File: src/hw/rtl/bra_pkg.sv
`timescale 1ns / 1ps
// Shared types and constants for the bitmap range allocator.
// Used by the controller, the datapath, the top level and the checker; no dependencies.

package bra_pkg;

  // Map geometry.
  localparam int unsigned MAP_BITS    = 1024;
  localparam int unsigned WORD_BITS   = 64;
  localparam int unsigned MAP_WORDS   = (MAP_BITS + WORD_BITS - 1) / WORD_BITS;
  localparam int unsigned WORD_AW     = $clog2(MAP_WORDS);
  localparam int unsigned BIT_AW      = $clog2(WORD_BITS);

  // Searches walk the map one chunk at a time.
  localparam int unsigned CHUNK_BITS  = 8;
  localparam int unsigned CHUNK_OFF_W = $clog2(CHUNK_BITS);
  localparam int unsigned CHUNK_SEL_W = $clog2(WORD_BITS / CHUNK_BITS);
  localparam int unsigned CHUNK_AW    = WORD_AW + CHUNK_SEL_W;
  localparam int unsigned CHUNKS      = MAP_WORDS * (WORD_BITS / CHUNK_BITS);

  // Field widths.
  localparam int unsigned POS_W = 10;
  localparam int unsigned LEN_W = 11;

  localparam logic [LEN_W-1:0] MAP_BITS_L     = LEN_W'(MAP_BITS);
  localparam logic [LEN_W-1:0] MAP_SIZE_RESET = LEN_W'(1024);

  typedef enum logic [1:0] {
    CMD_MARK_USED = 2'd0,
    CMD_MARK_FREE = 2'd1,
    CMD_FIND_FREE = 2'd2,
    CMD_FIND_USED = 2'd3
  } command_e;

  typedef struct packed {
    command_e               command;
    logic [POS_W-1:0]       start_position;
    logic [LEN_W-1:0]       run_length;
  } alloc_req_t;

  typedef struct packed {
    logic                   found;
    logic [POS_W-1:0]       run_start;
    logic [LEN_W-1:0]       run_bits;
  } alloc_rsp_t;

  typedef enum logic [1:0] {
    ST_IDLE  = 2'd0,
    ST_SCAN  = 2'd1,
    ST_REPLY = 2'd2
  } ctrl_state_e;

  // Controller to datapath.
  typedef struct packed {
    logic load;
    logic step;
    logic emit;
  } ctrl_cmd_t;

  // Datapath to controller.
  typedef struct packed {
    logic last;
    logic out_free;
  } dp_status_t;

endpackage

File: src/hw/rtl/bra_ctrl.sv
`timescale 1ns / 1ps
// Sequencing state machine for the bitmap range allocator.
// Depends on bra_pkg for the state, command and status types.

module bra_ctrl (
  input  logic                   clk_i,
  input  logic                   rst_ni,
  input  logic                   in_valid_i,
  output logic                   in_ready_o,
  input  bra_pkg::dp_status_t    status_i,
  output bra_pkg::ctrl_cmd_t     cmd_o
);

  bra_pkg::ctrl_state_e state_q, state_d;

  always_ff @(posedge clk_i or negedge rst_ni) begin
    if (!rst_ni) begin
      state_q <= bra_pkg::ST_IDLE;
    end else begin
      state_q <= state_d;
    end
  end

  always_comb begin
    state_d    = state_q;
    cmd_o      = '0;
    in_ready_o = 1'b0;
    unique case (state_q)
      bra_pkg::ST_IDLE: begin
        in_ready_o = 1'b1;
        if (in_valid_i) begin
          cmd_o.load = 1'b1;
          state_d    = bra_pkg::ST_SCAN;
        end
      end
      bra_pkg::ST_SCAN: begin
        cmd_o.step = 1'b1;
        if (status_i.last) begin
          state_d = bra_pkg::ST_REPLY;
        end
      end
      bra_pkg::ST_REPLY: begin
        if (status_i.out_free) begin
          cmd_o.emit = 1'b1;
          state_d    = bra_pkg::ST_IDLE;
        end
      end
      default: begin
        state_d = bra_pkg::ST_IDLE;
      end
    endcase
  end

endmodule

File: src/hw/rtl/bra_dpath.sv
`timescale 1ns / 1ps
// Datapath of the bitmap range allocator: bitmap words, scan registers and result register.
// Depends on bra_pkg; driven by bra_ctrl through ctrl_cmd_t.

module bra_dpath (
  input  logic                          clk_i,
  input  logic                          rst_ni,
  input  bra_pkg::ctrl_cmd_t            cmd_i,
  output bra_pkg::dp_status_t           status_o,
  input  bra_pkg::alloc_req_t           in_req_i,
  input  logic                          cfg_valid_i,
  input  logic [bra_pkg::LEN_W-1:0]     cfg_data_i,
  input  logic                          out_ready_i,
  output logic                          out_valid_o,
  output bra_pkg::alloc_rsp_t           out_rsp_o
);

  localparam int unsigned OFF_W = bra_pkg::BIT_AW + 1;

  logic [bra_pkg::WORD_BITS-1:0] bitmap_q [bra_pkg::MAP_WORDS];
  logic [bra_pkg::LEN_W-1:0]     map_size_q;

  bra_pkg::command_e             op_q;
  logic [bra_pkg::POS_W-1:0]     pos_q;
  logic [bra_pkg::LEN_W-1:0]     len_q;
  logic [bra_pkg::LEN_W-1:0]     end_q;
  logic [bra_pkg::CHUNK_AW-1:0]  scan_q;
  logic                          hit_q, hit_d;
  logic [bra_pkg::LEN_W-1:0]     run_q, run_d;
  logic [bra_pkg::POS_W-1:0]     at_q, at_d;
  logic                          out_valid_q;
  bra_pkg::alloc_rsp_t           out_q, out_d;

  logic [bra_pkg::LEN_W-1:0]     sz;
  logic                          is_mark;
  logic [bra_pkg::WORD_AW-1:0]   rd_word;
  logic [bra_pkg::WORD_BITS-1:0] cur_word;
  logic [bra_pkg::CHUNK_BITS-1:0] chunk;
  logic [bra_pkg::LEN_W-1:0]     chunk_base;
  logic [bra_pkg::LEN_W-1:0]     chunk_end;
  logic                          scan_final;
  logic [bra_pkg::CHUNK_BITS-1:0] in_win;
  logic [bra_pkg::CHUNK_BITS-1:0] past_pos;

  // Free-run search step.
  logic                          f_hit;
  logic [bra_pkg::LEN_W-1:0]     f_zeros;
  logic [bra_pkg::POS_W-1:0]     f_at;

  // Used-run search step.
  logic                          u_hit;
  logic                          u_done;
  logic [bra_pkg::LEN_W-1:0]     u_run;
  logic [bra_pkg::POS_W-1:0]     u_at;

  // Mark step.
  logic [bra_pkg::LEN_W-1:0]     lo;
  logic [bra_pkg::LEN_W-1:0]     lo_top;
  logic [OFF_W-1:0]              s_off;
  logic [OFF_W-1:0]              e_off;
  logic [bra_pkg::WORD_BITS-1:0] mask;
  logic                          mark_last;

  logic [bra_pkg::LEN_W:0]       req_end;

  assign sz = (map_size_q < bra_pkg::MAP_BITS_L) ? map_size_q : bra_pkg::MAP_BITS_L;
  assign is_mark = (op_q == bra_pkg::CMD_MARK_USED) || (op_q == bra_pkg::CMD_MARK_FREE);

  // One read port on the word array, shared by marks and searches.
  assign rd_word  = is_mark ? scan_q[bra_pkg::WORD_AW-1:0]
                            : scan_q[bra_pkg::CHUNK_AW-1:bra_pkg::CHUNK_SEL_W];
  assign cur_word = bitmap_q[rd_word];
  assign chunk    = cur_word[{scan_q[bra_pkg::CHUNK_SEL_W-1:0],
                              bra_pkg::CHUNK_OFF_W'(0)} +: bra_pkg::CHUNK_BITS];

  assign chunk_base = bra_pkg::LEN_W'({scan_q, bra_pkg::CHUNK_OFF_W'(0)});
  assign chunk_end  = chunk_base + bra_pkg::LEN_W'(bra_pkg::CHUNK_BITS);
  assign scan_final = (scan_q == bra_pkg::CHUNK_AW'(bra_pkg::CHUNKS - 1));

  always_comb begin
    for (int j = 0; j < bra_pkg::CHUNK_BITS; j++) begin
      in_win[j]   = (chunk_base + bra_pkg::LEN_W'(j)) < sz;
      past_pos[j] = (chunk_base + bra_pkg::LEN_W'(j)) >= bra_pkg::LEN_W'(pos_q);
    end
  end

  // First fit: count consecutive free bits, stop when the count reaches the request.
  always_comb begin
    f_hit   = hit_q;
    f_zeros = run_q;
    f_at    = at_q;
    for (int j = 0; j < bra_pkg::CHUNK_BITS; j++) begin
      if (!f_hit && in_win[j]) begin
        if (chunk[j]) begin
          f_zeros = '0;
        end else begin
          f_zeros = f_zeros + bra_pkg::LEN_W'(1);
          if (f_zeros == len_q) begin
            f_hit = 1'b1;
            f_at  = bra_pkg::POS_W'(chunk_base + bra_pkg::LEN_W'(j)
                                    + bra_pkg::LEN_W'(1) - len_q);
          end
        end
      end
    end
  end

  // Used run: seek the first set bit at or after the start, then count set bits.
  always_comb begin
    u_hit  = hit_q;
    u_run  = run_q;
    u_at   = at_q;
    u_done = 1'b0;
    for (int j = 0; j < bra_pkg::CHUNK_BITS; j++) begin
      if (!u_done) begin
        if (!u_hit) begin
          if (in_win[j] && past_pos[j] && chunk[j]) begin
            u_hit = 1'b1;
            u_at  = bra_pkg::POS_W'(chunk_base + bra_pkg::LEN_W'(j));
            u_run = bra_pkg::LEN_W'(1);
          end
        end else if (in_win[j] && chunk[j]) begin
          u_run = u_run + bra_pkg::LEN_W'(1);
        end else begin
          u_done = 1'b1;
        end
      end
    end
  end

  // Mark: build the mask of the range bits that fall in the current word.
  assign lo     = bra_pkg::LEN_W'({scan_q[bra_pkg::WORD_AW-1:0], bra_pkg::BIT_AW'(0)});
  assign lo_top = lo + bra_pkg::LEN_W'(bra_pkg::WORD_BITS);
  assign s_off  = (bra_pkg::LEN_W'(pos_q) > lo) ? OFF_W'(bra_pkg::LEN_W'(pos_q) - lo) : '0;
  assign e_off  = (end_q >= lo_top) ? OFF_W'(bra_pkg::WORD_BITS) :
                  (end_q <= lo)     ? '0 : OFF_W'(end_q - lo);
  assign mark_last = (lo_top >= end_q);

  always_comb begin
    for (int b = 0; b < bra_pkg::WORD_BITS; b++) begin
      mask[b] = (OFF_W'(b) >= s_off) && (OFF_W'(b) < e_off);
    end
  end

  // Step results, completion and output register space.
  always_comb begin
    hit_d             = hit_q;
    run_d             = run_q;
    at_d              = at_q;
    status_o.last     = 1'b1;
    status_o.out_free = !out_valid_q || out_ready_i;
    unique case (op_q)
      bra_pkg::CMD_MARK_USED, bra_pkg::CMD_MARK_FREE: begin
        status_o.last = mark_last;
      end
      bra_pkg::CMD_FIND_FREE: begin
        hit_d         = f_hit;
        run_d         = f_zeros;
        at_d          = f_at;
        status_o.last = f_hit || (chunk_end >= sz) || scan_final;
      end
      bra_pkg::CMD_FIND_USED: begin
        hit_d         = u_hit;
        run_d         = u_run;
        at_d          = u_at;
        status_o.last = u_done || (chunk_end >= sz) || scan_final;
      end
      default: begin
        status_o.last = 1'b1;
      end
    endcase
  end

  // Result formatting.
  always_comb begin
    out_d = '0;
    unique case (op_q)
      bra_pkg::CMD_MARK_USED, bra_pkg::CMD_MARK_FREE: begin
        out_d.found = 1'b1;
      end
      bra_pkg::CMD_FIND_FREE: begin
        if (hit_q) begin
          out_d.found     = 1'b1;
          out_d.run_start = at_q;
          out_d.run_bits  = len_q;
        end
      end
      bra_pkg::CMD_FIND_USED: begin
        if (hit_q) begin
          out_d.found     = 1'b1;
          out_d.run_start = at_q;
          out_d.run_bits  = run_q;
        end
      end
      default: begin
        out_d = '0;
      end
    endcase
  end

  assign req_end = {1'b0, bra_pkg::LEN_W'(in_req_i.start_position)}
                 + {1'b0, in_req_i.run_length};

  // Bitmap words and configuration.
  always_ff @(posedge clk_i or negedge rst_ni) begin
    if (!rst_ni) begin
      for (int w = 0; w < bra_pkg::MAP_WORDS; w++) begin
        bitmap_q[w] <= '0;
      end
      map_size_q <= bra_pkg::MAP_SIZE_RESET;
    end else begin
      if (cmd_i.step && is_mark) begin
        if (op_q == bra_pkg::CMD_MARK_USED) begin
          bitmap_q[rd_word] <= cur_word | mask;
        end else begin
          bitmap_q[rd_word] <= cur_word & ~mask;
        end
      end
      if (cfg_valid_i) begin
        map_size_q <= cfg_data_i;
      end
    end
  end

  // Request and scan registers.
  always_ff @(posedge clk_i) begin
    if (cmd_i.load) begin
      op_q  <= in_req_i.command;
      pos_q <= in_req_i.start_position;
      len_q <= in_req_i.run_length;
      end_q <= (req_end > {1'b0, bra_pkg::MAP_BITS_L}) ? bra_pkg::MAP_BITS_L
                                                         : req_end[bra_pkg::LEN_W-1:0];
      hit_q <= 1'b0;
      run_q <= '0;
      at_q  <= '0;
      unique case (in_req_i.command)
        bra_pkg::CMD_MARK_USED, bra_pkg::CMD_MARK_FREE: begin
          scan_q <= bra_pkg::CHUNK_AW'(in_req_i.start_position >> bra_pkg::BIT_AW);
        end
        bra_pkg::CMD_FIND_FREE: begin
          scan_q <= '0;
        end
        bra_pkg::CMD_FIND_USED: begin
          scan_q <= bra_pkg::CHUNK_AW'(in_req_i.start_position >> bra_pkg::CHUNK_OFF_W);
        end
        default: begin
          scan_q <= '0;
        end
      endcase
    end else if (cmd_i.step) begin
      scan_q <= scan_q + bra_pkg::CHUNK_AW'(1);
      hit_q  <= hit_d;
      run_q  <= run_d;
      at_q   <= at_d;
    end
  end

  // Output register.
  always_ff @(posedge clk_i or negedge rst_ni) begin
    if (!rst_ni) begin
      out_valid_q <= 1'b0;
    end else if (cmd_i.emit) begin
      out_valid_q <= 1'b1;
    end else if (out_ready_i) begin
      out_valid_q <= 1'b0;
    end
  end

  always_ff @(posedge clk_i) begin
    if (cmd_i.emit) begin
      out_q <= out_d;
    end
  end

  assign out_valid_o = out_valid_q;
  assign out_rsp_o   = out_q;

endmodule

File: src/hw/rtl/bitmap_range_allocator.sv
`timescale 1ns / 1ps
// Top level of the bitmap range allocator: controller plus datapath.
// Depends on bra_pkg, bra_ctrl and bra_dpath.
//
// The block keeps a 1024-bit allocation bitmap, all free after reset, and serves one
// request at a time on the input channel (in_valid_i / in_ready_o, payload in_req_i).
// A request marks a range used, marks a range free, searches first fit for a free run
// of the requested length, or finds the next used run at or after a position.
// Every request returns exactly one response on the output channel (out_valid_o /
// out_ready_i, payload out_rsp_o), in request order.
// Sequence: the request is taken in the idle state, then the scan runs, then the reply
// state loads the output register once it has room. Marks walk one 64-bit word per cycle
// over the words the range touches. Searches walk 8 bits per cycle through the shared
// bitmap read port: a free-run search starts at bit 0 and stops at the first fit or at
// the search size, a used-run search starts at the chunk holding the start position and
// stops at the end of the run or at the search size, whichever comes first.
// The output register decouples the sides: a new request is taken while the previous
// response still waits; if the receiver stalls, the next response waits in the block
// and no further request is taken until it is loaded.
// The map_size register (cfg_valid_i / cfg_ready_o / cfg_data_i, always ready) limits
// searches; write it only while the block is idle. Reset (rst_ni, asynchronous, active
// low) clears the bitmap, sets map_size to 1024 and empties the output register.

module bitmap_range_allocator (
  input  logic                          clk_i,
  input  logic                          rst_ni,
  input  logic                          in_valid_i,
  output logic                          in_ready_o,
  input  bra_pkg::alloc_req_t           in_req_i,
  output logic                          out_valid_o,
  input  logic                          out_ready_i,
  output bra_pkg::alloc_rsp_t           out_rsp_o,
  input  logic                          cfg_valid_i,
  output logic                          cfg_ready_o,
  input  logic [bra_pkg::LEN_W-1:0]     cfg_data_i
);

  bra_pkg::ctrl_cmd_t  ctrl_cmd;
  bra_pkg::dp_status_t dp_status;

  // The configuration register is a plain flop, so writes are always taken.
  assign cfg_ready_o = 1'b1;

  bra_ctrl u_ctrl (
    .clk_i      (clk_i),
    .rst_ni     (rst_ni),
    .in_valid_i (in_valid_i),
    .in_ready_o (in_ready_o),
    .status_i   (dp_status),
    .cmd_o      (ctrl_cmd)
  );

  bra_dpath u_dpath (
    .clk_i       (clk_i),
    .rst_ni      (rst_ni),
    .cmd_i       (ctrl_cmd),
    .status_o    (dp_status),
    .in_req_i    (in_req_i),
    .cfg_valid_i (cfg_valid_i),
    .cfg_data_i  (cfg_data_i),
    .out_ready_i (out_ready_i),
    .out_valid_o (out_valid_o),
    .out_rsp_o   (out_rsp_o)
  );

endmodule

File: config.mk
export PLATFORM = sky130hd
export DESIGN_NAME = bitmap_range_allocator
export DESIGN_NICKNAME = d
export VERILOG_FILES = /design/src/hw/rtl/bra_pkg.sv /design/src/hw/rtl/bra_ctrl.sv /design/src/hw/rtl/bra_dpath.sv /design/src/hw/rtl/bitmap_range_allocator.sv
export SDC_FILE = /design/constraint.sdc
export NUM_CORES = 2
export LEC_CHECK = 0
export ABC_CLOCK_PERIOD_IN_PS = 14350
export BUFFER_PORTS_ARGS = -buffer_cell sky130_fd_sc_hd__buf_2
export CAP_MARGIN = 5
export CORE_ASPECT_RATIO = 2
export CORE_MARGIN = 5
export CORE_UTILIZATION = 35
export CTS_CLUSTER_DIAMETER = 30
export DETAILED_ROUTE_END_ITERATION = 16
export GPL_TIMING_DRIVEN = 0
export PLACE_DENSITY = 0.52
export SLEW_MARGIN = 15
export SYNTH_ARGS = -nofsm -noshare
export SYNTH_HDL_FRONTEND = slang
export SYNTH_SLANG_ARGS = --single-unit
File: constraint.sdc
create_clock -name clk_i -period 14.35 [get_ports clk_i]
set_input_delay 2.87 -clock clk_i [delete_from_list [all_inputs] [get_ports clk_i]]
set_output_delay 2.87 -clock clk_i [all_outputs]
set_load 0.02 [all_outputs]
Word level (Yosys, flattened, before mapping)
Cells that the tools add are included.
{ "classes": {"n_bitwise": 4, "add_sub_neg": 43, "n_reduce_logical": 123, "n_lt_le_gt_ge": 153, "n_shift": 1, "n_eq_ne": 20, "n_mux": 200} }
{ "ops": {"columns": ["operator", "n"], "rows": [
  ["$bwmux 1024", 2],
  ["$mux 1024", 1],
  ["$mux 11", 48],
  ["$mux 10", 47],
  ["$bmux 64 s4", 1],
  ["$demux 64 s4", 1],
  ["$ge 6x7->1 const A", 32],
  ["$lt 6x7->1 const A", 32],
  ["$mux 64", 3],
  ["$add 11x1->11 const B", 15],
  ["$ge 5x7->1 const A", 16],
  ["$lt 5x7->1 const A", 16],
  ["$logic_and 1x1->1", 98],
  ["$eq 11x11->1", 8],
  ["$sub 10x10->10", 8],
  ["$mux 1", 78],
  ["$ge 11x10->1", 7],
  ["$lt 11x11->1", 7],
  ["$add 10x1->10 const B", 7],
  ["$and 64x64->64", 1],
  ["$not 64->64", 1],
  ["$or 64x64->64", 1],
  ["$shiftx 64x7->8", 1],
  ["$ge 4x7->1 const A", 8],
  ["other kinds (47)", 105]
]} }
{ "word_totals": {"reg_bits": 1123, "in_bits": 39, "elab_cells": 574, "out_inout_bits": 25} }

Logic depth before layout (Yosys ltp)
{ "depth": {"word_depth": 44, "mapped_depth": 62, "mapped_depth_nobuf": 56} }

Cells and area by module
Synthesis repeated with hierarchy kept, for this count alone.
{ "hier_totals": {"cells_unflattened": 6816, "area_unflattened_um2": 63378.3} }
{ "modules_own_cells": {"columns": ["module", "seq_area_each_um2", "area_each_um2", "cells_per_inst", "n_inst"], "rows": [
  ["bra_dpath", 28258.4, 63254.4, 6803, 1],
  ["bra_ctrl", 50.0, 112.6, 11, 1],
  ["bitmap_range_allocator", 0.0, 11.3, 2, 1]
]} }

Least setup slack after synthesis
No wires, ideal clock.
{ "synth_path": {"path_kind": "register to register", "start": "register u_dpath.scan_q[0] in the netlist's numbering", "end": "register u_dpath.at_q[1] in the netlist's numbering", "setup_ns": 0.128, "setup_slack_ns": 1.015, "arrival_time_ns": 13.207, "period_less_slack_ns": 13.335, "path_stages_with_launch": 56, "required_time_ns": 14.222, "path_buffers": 8, "cell_sequence": "edfxtp_1 buf_4 clkinv_1 buf_1 ha_1 nor3_1 a21o_1 or2_2 clkbuf_1 clkbuf_1 clkbuf_1 nand2_1 nand2_1 ha_1 inv_1 a211oi_4 xnor3_1 a2111oi_2 [... 20 more ...] o311ai_0 a21oi_1 nand3_1 a211oi_1 o2111a_2 nor2_1 mux2_2 ha_1 inv_1 a31oi_1 nand2_1 or3b_1 a21o_1 or4_1 buf_2 mux2_4 o32ai_1 o21ai_1"} }
{ "synth_between": {"elab_chain_len": 38, "elab_cells_between_ends": 202, "classes_between": "add/sub: 14; order compare: 16; eq/ne: 7; shift: 1; mux: 125; bitwise: 1; reduce/logical: 38"} }
{ "synth_lines": {"columns": ["item", "line_no", "rtl"], "rows": [
  ["from (decl)", "bra_dpath.sv:27", "logic [bra_pkg::CHUNK_AW-1:0] scan_q;"],
  ["from (signal assigned)", "bra_dpath.sv:238", "scan_q <= bra_pkg::CHUNK_AW'(in_req_i.start_position >> bra_pkg::BIT_AW);"],
  ["from (signal assigned)", "bra_dpath.sv:244", "scan_q <= bra_pkg::CHUNK_AW'(in_req_i.start_position >> bra_pkg::CHUNK_OFF_W);"],
  ["from (signal assigned)", "bra_dpath.sv:251", "scan_q <= scan_q + bra_pkg::CHUNK_AW'(1);"],
  ["branches (longest 37 deep; another with $add 11x1->11)", null, null],
  ["$pmux 10 s2 (*)", "bra_dpath.sv:152", "unique case (op_q)"],
  ["to (signal assigned)", "bra_dpath.sv:254", "at_q <= at_d;"],
  ["to (decl)", "bra_dpath.sv:30", "logic [bra_pkg::POS_W-1:0] at_q, at_d;"]
]} }
Mark *: on every way between the ends. The select of a mux whose other input is x is not followed.
A chain may end at the register's enable or synchronous reset.

Final worst setup path
{ "layout_path": {"start": "register u_dpath.scan_q[4] in the netlist's numbering", "end": "register u_dpath.run_q[10] in the netlist's numbering"} }
{ "layout_between": {"elab_chain_len": 38, "elab_cells_between_ends": 196, "classes_between": "add/sub: 21; order compare: 16; eq/ne: 6; shift: 1; mux: 112; bitwise: 1; reduce/logical: 39"} }
{ "layout_lines": {"columns": ["item", "line_no", "rtl"], "rows": [
  ["$mux 4", "bra_dpath.sv:70", "assign rd_word = is_mark ? scan_q[bra_pkg::WORD_AW-1:0]"],
  ["$not 4->5 (implied by the code)", "bra_dpath.sv:72", "assign cur_word = bitmap_q[rd_word];"],
  ["$bmux 64 s4", "bra_dpath.sv:72", null],
  ["$mux 64 (implied by the code) (2 in a row)", "bra_dpath.sv:72", null],
  ["$shiftx 64x7->8", "bra_dpath.sv:73", "assign chunk = cur_word[{scan_q[bra_pkg::CHUNK_SEL_W-1:0],"],
  ["$logic_and 1x1->1, on equally long branches", "bra_dpath.sv:117, bra_dpath.sv:122", null],
  ["$mux 11, on equally long branches", "bra_dpath.sv:117, bra_dpath.sv:122", null],
  ["$mux 11", "bra_dpath.sv:116", "if (!u_hit) begin"],
  ["[... 21 more ...]", null, null],
  ["$mux 11", "bra_dpath.sv:122", "end else if (in_win[j] && chunk[j]) begin"],
  ["$mux 11", "bra_dpath.sv:116", null],
  ["$mux 11", "bra_dpath.sv:115", "if (!u_done) begin"],
  ["$add 11x1->11", "bra_dpath.sv:123", "u_run = u_run + bra_pkg::LEN_W'(1);"],
  ["$mux 11", "bra_dpath.sv:122", null],
  ["$mux 11", "bra_dpath.sv:116", null],
  ["$mux 11", "bra_dpath.sv:115", null],
  ["$pmux 11 s2 (*)", "bra_dpath.sv:152", null],
  ["to (signal assigned)", "bra_dpath.sv:253", "run_q <= run_d;"],
  ["to (decl)", "bra_dpath.sv:29", "logic [bra_pkg::LEN_W-1:0] run_q, run_d;"]
]} }
Mark *: on every way between the ends. The rest lies on a longest branch, timed or not. The select of a mux whose other input is x is not followed.

==> results.toml <==
[place]
hpwl_mm = 270
place_worst_setup_slack_ps = -5240
placed_area_sq_um = 68000
portBuffers = 62
place.gp.congestion = 1.02

[timing]
setup_slack_ps = 159
period_needed_ps = 14190
fmax_mhz = 70.5
finalHoldViolations = 0
post-route-period-util = 0.989
setup_tns_ps = 0
slew-limit-headroom = 0.0110
setup_violations = 0
drv_slew = 0
fin_worst_skew_ps = 76.0
worst_pin_slew_ps = 1480

[worst_hold_path]
worst_hold_path_type = "reg2reg"

[detailed_routing]
drt_iter0_markers = 6346
ant_nets = 0
first_pass_iters = 9
totalWireLength_mm = 362
post-route-drc-count = 0
vias = 60900
drt-vias-per-instance = 6.38
wl_per_cell_um = 37.9

[clock_tree]
clock-sinks = 1123
path_clk_slew_ps = 60
cts_buffer_depth = 4
cts_made_buffers = 182
root_buffer = "clkbuf_16"
clkLatencyLatePin_ps = 860
cts_max_level = 4
cts_tree = "yes"

[critical_path]
slowest_stage = "mux2i_1"
end_kind = "register"
rr_worst_depth = 38
cpPeakStageDelay_ps = 850
regToRegSetupSlack_ps = 160
cp.arrival_ps = 14960
path_class = "reg2reg"
cp.required_ps = 15120
critical_path.max_fanout = 10
endpoint = "u_dpath.run_q[10]"
cp_common_cell = "clkbuf_2"
start_kind = "register"
worstSetupStartpoint = "u_dpath.scan_q[4]"
r2r_start = "u_dpath.scan_q[4]"
rr_endpoint = "u_dpath.run_q[10]"

[grt]
grt_pass1_vias = 61100
grt_pass1_wl_mm = 489
overflow = 0
grt_max_degree = 145
met3_usage = 0.0877
track_usage = 0.368
grt_use_met1 = 0.327
busiest_layer = "met2"
grt_util_met2 = 0.636
antenna_found_initial = 22

[outcome]
status = "complete, no violations"

[floorplan]
ios = 64
core_area_sq_um = 180000
die_w_um = 311
dieArea_sq_um = 190000
die_h_um = 611
start_util = 0.352
rows = 220

[finish]
areaGrowthSynthToFinish_pct = 20.2
nets = 7179
drive_above_1_share = 0.174
design_area_sq_um = 76000

[synthesis]
synthArstFlopShare = 0.924
synth_cells = 6669
yosysWarningCount = 0
ys.flop_type = "dfrtp_1"
synth_area_per_cell_sq_um = 9.48
synthesis.area_sq_um = 63200
ys_ff_latch = 1123
yosysSeqAreaShare = 0.448
synth.distinct_cells = 130
synth-edff-count = 63
synth_fp_nets = 6800

[job]
drv_cap = 0
==> routing by layer <==
layer / part of all wire / vias to the layer above
met4: 0.15 / 8
li1: - / 25000
met5: 0.00017 / -
met2: 0.49 / 3794
met3: 0.075 / 1828
met1: 0.29 / 30300
==> area by class of cell <==
class	instances	area [sq um]
Fill cell	17800	104000
Multi-Input combinational cell	4911	33400
Sequential cell	1123	28300
Clock buffer	220	4980
Tap cell	2331	2920
Buffer	526	2290
Timing Repair Buffer	199	2190
Clock inverter	108	1440
Inverter	105	403
Antenna cell	21	52.6
==> flip-flops by register name, summed over array words and instances, names as in the netlist <==
name,flops
u_ctrl.state_q,2
u_dpath.at_q,10
u_dpath.bitmap_q,1024
u_dpath.end_q,11
u_dpath.hit_q,1
u_dpath.len_q,11
u_dpath.map_size_q,11
u_dpath.op_q,2
u_dpath.out_rsp_o,22
u_dpath.out_valid_o,1
u_dpath.pos_q,10
u_dpath.run_q,11
u_dpath.scan_q,7
==> kinds of logic after synthesis <==
group	share of synthesized area
compound gates	0.199
xor+xnor	0.0253
fa+ha+maj	0.0190
buf+inv	0.0391
flops	0.448
mux	0.121
other cells	0.0000593
simple gates	0.148
==> critical path, delay by kind of cell (launching register included) <==
family	cells	cell delay, ps
adder cells (fa/ha/maj)	1	180
AO/OA/AOI/OAI	3	540
AND/OR/NAND/NOR	9	2330
buffers and inverters	19	7290
multiplexers	6	2960
flip-flops	1	520
==> Yosys cell counts (12+ instances only) <==
master,n,area share
mux2i_1,78,0.012
or3_1,26,0.0026
o21ai_1,37,0.0029
nand3_1,100,0.0079
mux4_2,231,0.082
a22oi_1,124,0.015
nor3_1,85,0.0067
a21o_1,38,0.0045
nand4_1,32,0.0032
ha_1,85,0.017
a211oi_1,49,0.0058
a221oi_1,34,0.0047
a31oi_1,42,0.0042
nand2_1,352,0.021
o31ai_1,21,0.0025
nor2_1,1182,0.070
xnor2_1,125,0.017
nor3b_1,18,0.0021
o221ai_1,20,0.0028
o21ai_0,315,0.025
nor2b_1,27,0.0027
inv_1,95,0.0056
mux2_2,147,0.026
o21bai_1,17,0.0020
a41oi_1,28,0.0039
o22ai_1,24,0.0024
nor4_1,31,0.0031
buf_1,38,0.0023
dfxtp_1,22,0.0070
nand2b_1,29,0.0029
a21oi_1,1104,0.087
buf_2,28,0.0022
and3_1,47,0.0047
or4_1,17,0.0020
clkbuf_1,453,0.027
edfxtp_1,63,0.030
and2_1,39,0.0039
o21a_1,33,0.0039
xor2_1,32,0.0044
or2_2,21,0.0021
a41o_1,12,0.0019
dfrtp_1,1037,0.41
o211ai_1,32,0.0038
==> through the flow <==
| step | utilization | hold slack, ps | instances |
|---|---|---|---|
| detailed placement | 0.378 | 490 | 9126 |
| global placement | 0.370 | 483 | 9062 |
| floorplan | - | 456 | 6669 |
| CTS | 0.420 | 502 | 9498 |
| global route | 0.422 | 507 | 9526 |
| finish | 0.423 | 498 | 9544 |
==> layout by cell type, fill, tap and decap left out, drive strengths merged, types with 51 or more instances in the layout <==
cell	netlist	layout
nand3	102	102
mux4	231	231
a211oi	51	51
inv	98	125
edfxtp	63	63
nor2	1184	1184
nor3	88	88
buf	77	276
o21ai	354	354
mux2	149	149
mux2i	79	79
nand2	354	354
ha	85	85
xnor2	125	125
a21oi	1106	1106
a22oi	126	126
dfrtp	1037	1037
clkbuf	453	669
==> how the worst min path moves through the flow <==
stage	start	to	slack, ps	depth (start not counted)
finish	u_dpath.bitmap_q[695]	u_dpath.bitmap_q[695]	500	1
global route	u_dpath.bitmap_q[951]	u_dpath.bitmap_q[951]	510	1
CTS	u_dpath.bitmap_q[959]	u_dpath.bitmap_q[959]	500	1
detailed placement	u_dpath.bitmap_q[959]	u_dpath.bitmap_q[959]	490	1
global placement	u_dpath.bitmap_q[903]	u_dpath.bitmap_q[903]	480	1
floorplan	u_dpath.at_q[2]	u_dpath.at_q[2]	460	2
==> repair_timing <==
action	in CTS	in global routing
setup buffers	48	23
gates resized for setup	151	69
pin swaps	23	18
endpoints found under the setup margin	24	24
hold buffers	0	0
Power is not shown: default switching activity piles up to over one toggle a cycle in this logic, so the estimate is an artifact.
